[src/sv/mbh_pkg.sv]
// Package for the MurmurHash2 byte hasher: constants, register indexes and state type.
`timescale 1ns / 1ps

package mbh_pkg;

  // Mixing multiplier and shift amounts
  localparam logic [31:0] MIX_MUL     = 32'h5bd1e995;
  localparam int          MIX_SHIFT   = 24;
  localparam int          FIN_SHIFT_A = 13;
  localparam int          FIN_SHIFT_B = 15;

  // Reset value of the seed register
  localparam logic [31:0] SEED_RESET  = 32'h31415926;

  // Length field handling: only the low LENGTH_BITS bits enter the seed XOR
  localparam int          LENGTH_BITS = 16;
  localparam int          LEN_W       = 16;
  localparam logic [LEN_W-1:0] LEN_MASK =
      (LENGTH_BITS >= LEN_W) ? {LEN_W{1'b1}} : LEN_W'((64'd1 << LENGTH_BITS) - 64'd1);

  // ASCII upper-case range and case offset
  localparam logic [7:0] ASCII_UP_LO = 8'h41;
  localparam logic [7:0] ASCII_UP_HI = 8'h5A;
  localparam logic [7:0] ASCII_CASE  = 8'h20;

  // Configuration register indexes
  typedef enum logic [0:0] {
    REG_HASH_SEED = 1'b0,
    REG_LOWERCASE = 1'b1
  } reg_idx_e;

  // Sequencer states
  typedef enum logic [3:0] {
    ST_IDLE,
    ST_K1,
    ST_K2,
    ST_K3,
    ST_K4,
    ST_TAIL,
    ST_TAIL2,
    ST_FIN1,
    ST_FIN2
  } seq_state_e;

endpackage

[src/sv/murmur2_byte_hash.sv]
// Top level of the MurmurHash2 (32-bit) byte-stream hasher.
`timescale 1ns / 1ps

// MurmurHash2 over a byte stream, one byte per transfer. A byte that does not
// complete a 32-bit word is stored without leaving idle; the byte that completes
// a word runs the word mix (K1 to K4), three passes through the single shared
// constant multiplier, whose product is registered. A last byte adds the final
// mix (FIN1, FIN2), after TAIL and TAIL2 for a tail fold; FIN2 waits for the
// output register to be free. The next message may start while the hash still
// waits at the output. The input stalls while a word mix, fold or final mix runs.
module murmur2_byte_hash (
  input  logic        clk_i,
  input  logic        rst_ni,
  // configuration
  input  logic        cfg_we_i,
  input  logic [0:0]  cfg_index_i,
  input  logic [31:0] cfg_wdata_i,
  // input channel
  input  logic        in_valid_i,
  output logic        in_stall_o,
  input  logic [7:0]  data_byte_i,
  input  logic        first_byte_i,
  input  logic        last_byte_i,
  input  logic [15:0] message_length_i,
  // output channel
  output logic        out_valid_o,
  input  logic        out_stall_i,
  output logic [31:0] hash_value_o
);

  mbh_pkg::seq_state_e state_q, state_d;

  logic [31:0] seed_q;
  logic        lc_q;
  logic [31:0] h_q, h_d;
  logic [23:0] pw_q, pw_d;
  logic [1:0]  pos_q, pos_d;
  logic [31:0] k_q, k_d;
  logic        last_q, last_d;
  logic        out_valid_q, out_valid_d;
  logic [31:0] out_hash_q, out_hash_d;

  logic [31:0] mul_op;
  logic [31:0] mul_p;

  logic        in_xfer;
  logic [15:0] len_m;
  logic        take_byte;
  logic [7:0]  byte_lc;
  logic [31:0] base_h;
  logic [23:0] base_pw;
  logic [1:0]  base_pos;
  logic [31:0] k_shr;
  logic [31:0] fin_res;
  logic        out_free;

  // Shared multiplier
  mbh_mul u_mul (
    .clk_i     (clk_i),
    .operand_i (mul_op),
    .product_o (mul_p)
  );

  // Configuration registers
  always_ff @(posedge clk_i or negedge rst_ni) begin
    if (!rst_ni) begin
      seed_q <= mbh_pkg::SEED_RESET;
      lc_q   <= 1'b0;
    end else if (cfg_we_i) begin
      unique case (mbh_pkg::reg_idx_e'(cfg_index_i))
        mbh_pkg::REG_HASH_SEED: seed_q <= cfg_wdata_i;
        mbh_pkg::REG_LOWERCASE: lc_q   <= cfg_wdata_i[0];
        default: ;
      endcase
    end
  end

  // Handshake
  assign in_stall_o  = (state_q != mbh_pkg::ST_IDLE);
  assign in_xfer     = in_valid_i && !in_stall_o;
  assign out_valid_o = out_valid_q;
  assign hash_value_o = out_hash_q;
  assign out_free    = !out_valid_q || !out_stall_i;

  // Byte preparation
  assign len_m     = message_length_i & mbh_pkg::LEN_MASK;
  assign take_byte = !(first_byte_i && last_byte_i && (len_m == 16'd0));
  assign byte_lc   = (lc_q && data_byte_i >= mbh_pkg::ASCII_UP_LO &&
                      data_byte_i <= mbh_pkg::ASCII_UP_HI)
                     ? data_byte_i + mbh_pkg::ASCII_CASE : data_byte_i;
  assign base_h    = first_byte_i ? (seed_q ^ {16'd0, len_m}) : h_q;
  assign base_pw   = first_byte_i ? 24'd0 : pw_q;
  assign base_pos  = first_byte_i ? 2'd0 : pos_q;

  // Intermediate shifts on the registered product
  assign k_shr   = mul_p ^ (mul_p >> mbh_pkg::MIX_SHIFT);
  assign fin_res = mul_p ^ (mul_p >> mbh_pkg::FIN_SHIFT_B);

  // Sequencer: next state, datapath updates and multiplier operand
  always_comb begin
    state_d     = state_q;
    h_d         = h_q;
    pw_d        = pw_q;
    pos_d       = pos_q;
    k_d         = k_q;
    last_d      = last_q;
    out_hash_d  = out_hash_q;
    out_valid_d = out_valid_q && out_stall_i;
    mul_op      = h_q;

    unique case (state_q)
      mbh_pkg::ST_IDLE: begin
        if (in_xfer) begin
          h_d    = base_h;
          pw_d   = base_pw;
          pos_d  = base_pos;
          last_d = last_byte_i;
          if (take_byte && base_pos == 2'd3) begin
            k_d     = {byte_lc, base_pw};
            state_d = mbh_pkg::ST_K1;
          end else if (take_byte) begin
            pw_d  = base_pw | (24'(byte_lc) << {base_pos, 3'b000});
            pos_d = base_pos + 2'd1;
            if (last_byte_i) begin
              state_d = mbh_pkg::ST_TAIL;
            end
          end else begin
            // empty message: straight to the final mix
            state_d = mbh_pkg::ST_FIN1;
          end
        end
      end
      mbh_pkg::ST_K1: begin
        mul_op  = k_q;
        state_d = mbh_pkg::ST_K2;
      end
      mbh_pkg::ST_K2: begin
        mul_op  = k_shr;
        state_d = mbh_pkg::ST_K3;
      end
      mbh_pkg::ST_K3: begin
        k_d     = mul_p;
        mul_op  = h_q;
        state_d = mbh_pkg::ST_K4;
      end
      mbh_pkg::ST_K4: begin
        h_d     = mul_p ^ k_q;
        pw_d    = 24'd0;
        pos_d   = 2'd0;
        state_d = last_q ? mbh_pkg::ST_FIN1 : mbh_pkg::ST_IDLE;
      end
      mbh_pkg::ST_TAIL: begin
        // fold the held tail bytes
        mul_op  = h_q ^ {8'd0, pw_q};
        state_d = mbh_pkg::ST_TAIL2;
      end
      mbh_pkg::ST_TAIL2: begin
        h_d     = mul_p;
        state_d = mbh_pkg::ST_FIN1;
      end
      mbh_pkg::ST_FIN1: begin
        mul_op  = h_q ^ (h_q >> mbh_pkg::FIN_SHIFT_A);
        state_d = mbh_pkg::ST_FIN2;
      end
      mbh_pkg::ST_FIN2: begin
        // product holds until the output register is free
        mul_op = h_q ^ (h_q >> mbh_pkg::FIN_SHIFT_A);
        if (out_free) begin
          out_hash_d  = fin_res;
          out_valid_d = 1'b1;
          h_d         = 32'd0;
          pw_d        = 24'd0;
          pos_d       = 2'd0;
          state_d     = mbh_pkg::ST_IDLE;
        end
      end
      default: state_d = mbh_pkg::ST_IDLE;
    endcase
  end

  // Control and state registers
  always_ff @(posedge clk_i or negedge rst_ni) begin
    if (!rst_ni) begin
      state_q     <= mbh_pkg::ST_IDLE;
      h_q         <= 32'd0;
      pw_q        <= 24'd0;
      pos_q       <= 2'd0;
      last_q      <= 1'b0;
      out_valid_q <= 1'b0;
    end else begin
      state_q     <= state_d;
      h_q         <= h_d;
      pw_q        <= pw_d;
      pos_q       <= pos_d;
      last_q      <= last_d;
      out_valid_q <= out_valid_d;
    end
  end

  // Payload registers
  always_ff @(posedge clk_i) begin
    k_q        <= k_d;
    out_hash_q <= out_hash_d;
  end

endmodule

[src/sv/mbh_mul.sv]
// Shared multiply-by-constant unit with registered product.
`timescale 1ns / 1ps

module mbh_mul (
  input  logic        clk_i,
  input  logic [31:0] operand_i,
  output logic [31:0] product_o
);

  logic [31:0] product_d;
  logic [31:0] product_q;

  // Low 32 bits of operand times the mixing constant
  assign product_d = operand_i * mbh_pkg::MIX_MUL;

  always_ff @(posedge clk_i) begin
    product_q <= product_d;
  end

  assign product_o = product_q;

endmodule

[config.mk]
export PLATFORM = sky130hd
export DESIGN_NAME = murmur2_byte_hash
export DESIGN_NICKNAME = d
export VERILOG_FILES = /design/src/sv/mbh_pkg.sv /design/src/sv/murmur2_byte_hash.sv /design/src/sv/mbh_mul.sv
export SDC_FILE = /design/constraint.sdc
export NUM_CORES = 1
export LEC_CHECK = 0
export CAP_MARGIN = 20
export CORE_MARGIN = 4
export CORE_UTILIZATION = 51
export DETAILED_ROUTE_END_ITERATION = 6
export DONT_BUFFER_PORTS = 1
export GPL_TIMING_DRIVEN = 1
export PLACE_DENSITY_LB_ADDON = 0.25
export SLEW_MARGIN = 20
export SYNTH_ARGS = -nofsm -noshare
export SYNTH_HDL_FRONTEND = slang
export SYNTH_SLANG_ARGS = --single-unit
[constraint.sdc]
create_clock -name clk_i -period 24 [get_ports clk_i]
set_clock_uncertainty 0.1 [all_clocks]
set_input_delay 1.2 -clock clk_i [delete_from_list [all_inputs] [get_ports clk_i]]
set_output_delay 1.2 -clock clk_i [all_outputs]
set_load 0.005 [all_outputs]
==> impl_metrics.ini <==
[synth]
syn_inst = 1751
yosys_warnings = 0
synth.area.top_cells = fa_1, ha_1, dfrtp_1, edfxtp_1, inv_1
async_flop_share_pct = 50.3
syn_area_um2 = 18000
synth_cell_type_count = 72
synthTopCellsByCount = inv_1, ha_1, fa_1, dfrtp_1, xnor2_1
synth_edf_count = 64
synth_fp_nets = 2212
synth_most_common_cell = inv_1
synth_ff_type = dfrtp_1
synth_area_leader_cell = fa_1
seq_area_frac_synth_pct = 27.8
synth_seq_cells = 193
synth.top_cell.area_share_pct = 20.1
avgSynthCellArea_um2 = 10.3

[placement]
pre_cts_ws_ps = 14760
dp_cells = 2166
port_buffers = 0
place.gp.congestion = 0.909
dp_hpwl_um = 39300

[floorplanning]
io-pin-count = 98
die_w_um = 196
coreArea_um2 = 34600
initial_utilization_pct = 51.9
die-height_um = 196
dieArea_um2 = 38300
rows = 68

[clocking]
path_clk_slew_ps = 80
postCtsHoldBufs = 0
clock_sink_count = 193
cts-root-buf = clkbuf_16
post_cts_buffers = 0
h-tree-depth = 4
cts_resized = 0
insertion_delay_ps = 460
cts_buffers = 17
clockBufferDepth = 2
cts_tree = built

[grt]
grt_usage_pct = 27.1
antenna_found_initial = 0
grt_pass1_vias = 13000
grt_pass1_wl_um = 79100
grt_overflow = 0
grt_max_degree = 98

[layout]
finish.net_count = 2191
multi_input_area_um2 = 11400
stdcell_count = 2198
area_growth_pct = 6.08
layout-drive-gt1-share_pct = 6.88
register_area_um2 = 5000
insertedDiodeCount = 0
nFillCells = 3029

[critical_path]
endpoint = u_mul.product_o[31]
rrSetupSlack_ps = 14650
worstPathRequired_ps = 24230
cp_max_fo = 20
startpoint_type = register
crit_top_cell = inv_1
r2r-start = state_q[2]
crit_start = state_q[2]
r2r_end = u_mul.product_o[31]
rr_worst_depth = 31
cp-end-kind = register
arrival_ps = 9580
max_stage_delay_ps = 860
crit_type = register to register
slowest_stage = o21ai_2

[sta]
timing.setup.tns_ps = 0
worstMarginPinSlew_ps = 1000
max_freq_ghz = 0.107
setup_viol = 0
slew_headroom_pct = 32.7
finalCritPeriodShare_pct = 39.0
finalHoldWorstSlack_ps = 331
hold_viol_final = 0
grt_setup_unrepaired = false
worst_slack_ps = 14650
min_period_ps = 9350
slew_viol_final = 0

[detailed_routing]
wl_per_cell_um = 22.9
vias = 12500
first_pass_iters = 7
postRouteAntennaNets = 0
vias_per_cell = 5.71
wirelength_um = 50400
drt-initial-drc-count = 1068
drc = 0

[run]
maxCapViolations = 0

[status]
status = finished, final reports clean

[hold_path]
hold_class = primary input to asynchronous set/reset pin
## sequential cells by signal, indices dropped and copies added (netlist names)
register / count
pw_q: 24
k_q: 32
out_valid_o: 1
lc_q: 1
h_q: 32
state_q: 4
hash_value_o: 32
u_mul.product_o: 32
last_q: 1
seed_q: 32
pos_q: 2
## layer usage
metal	share of wire, %	GRT usage, %	up-vias
li1	-	-	5681
met5	0	0	-
met1	45	39.8	6254
met4	2.6	7.11	0
met3	8.9	5.74	75
met2	44	41.0	533
## worst min-delay path by stage
stage	depth (start not counted)	to	startpoint
after floorplan	0	hash_value_o[30]	u_mul.product_o[30]
after global placement	1	lc_q	lc_q
after detailed placement	1	seed_q[23]	seed_q[23]
after CTS	0	pw_q[9]	rst_ni
after global routing	0	pw_q[0]	rst_ni
final	0	pw_q[0]	rst_ni
## layout by cell type (no fill, tap or decap), drive strengths merged, types with 4 or more instances in the layout
master    n
inv     383
ha      216
fa      181
dfrtp    85
xnor2    83
nand2    71
nor2     68
a21oi    67
edfxtp   64
xor2     63
o21ai    62
nand2b   61
a22oi    40
mux2     39
dfxtp    32
a221oi   20
a22o     19
clkbuf   18
buf      17
a31oi    14
a21o     13
dfstp    12
a221o     9
nor3      9
o22a      8
nand3     7
nand4     6
nor2b     6
o21bai    5
a222oi    5
nor4      5
clkinv    5
or2       5
nor3b     4
## critical path: cells and delay by family (launching register included)
| family | cells | cell delay, ps |
|---|---|---|
| adders and majority gates | 9 | 3770 |
| DFF | 1 | 740 |
| xor gates and xnor gates | 1 | 150 |
| AOI/OAI and AO/OA | 12 | 3620 |
| buffers and inverters | 8 | 520 |
| and+or+nand+nor | 1 | 330 |
## area by class of cell
| cell class | count | share of cell area [%] |
|---|---|---|
| flip-flops and latches | 193 | 26.2 |
| repair buffers | 17 | 0.669 |
| well taps | 455 | 2.98 |
| inverters | 376 | 7.40 |
| clock inverters | 14 | 0.885 |
| multi-input cells | 1125 | 59.6 |
| clock buffers | 18 | 2.25 |
## through the flow
stage	area, um2	util (%)
2_1_floorplan	18000	-
3_3_place_gp	18500	53.4
3_5_place_dp	18500	53.4
4_1_cts	19100	55.1
5_1_grt	19100	55.1
6_report	19100	55.1
## cells by family after synthesis
| family | synth area share [%] |
|---|---|
| buf+inv | 9.29 |
| fa+ha+maj | 35.2 |
| compound gates | 10.9 |
| simple gates | 7.10 |
| flops | 27.8 |
| xor+xnor | 7.23 |
| mux | 2.50 |
Power is not shown: default switching activity piles up to over one toggle a cycle in this logic, so the estimate is an artifact.
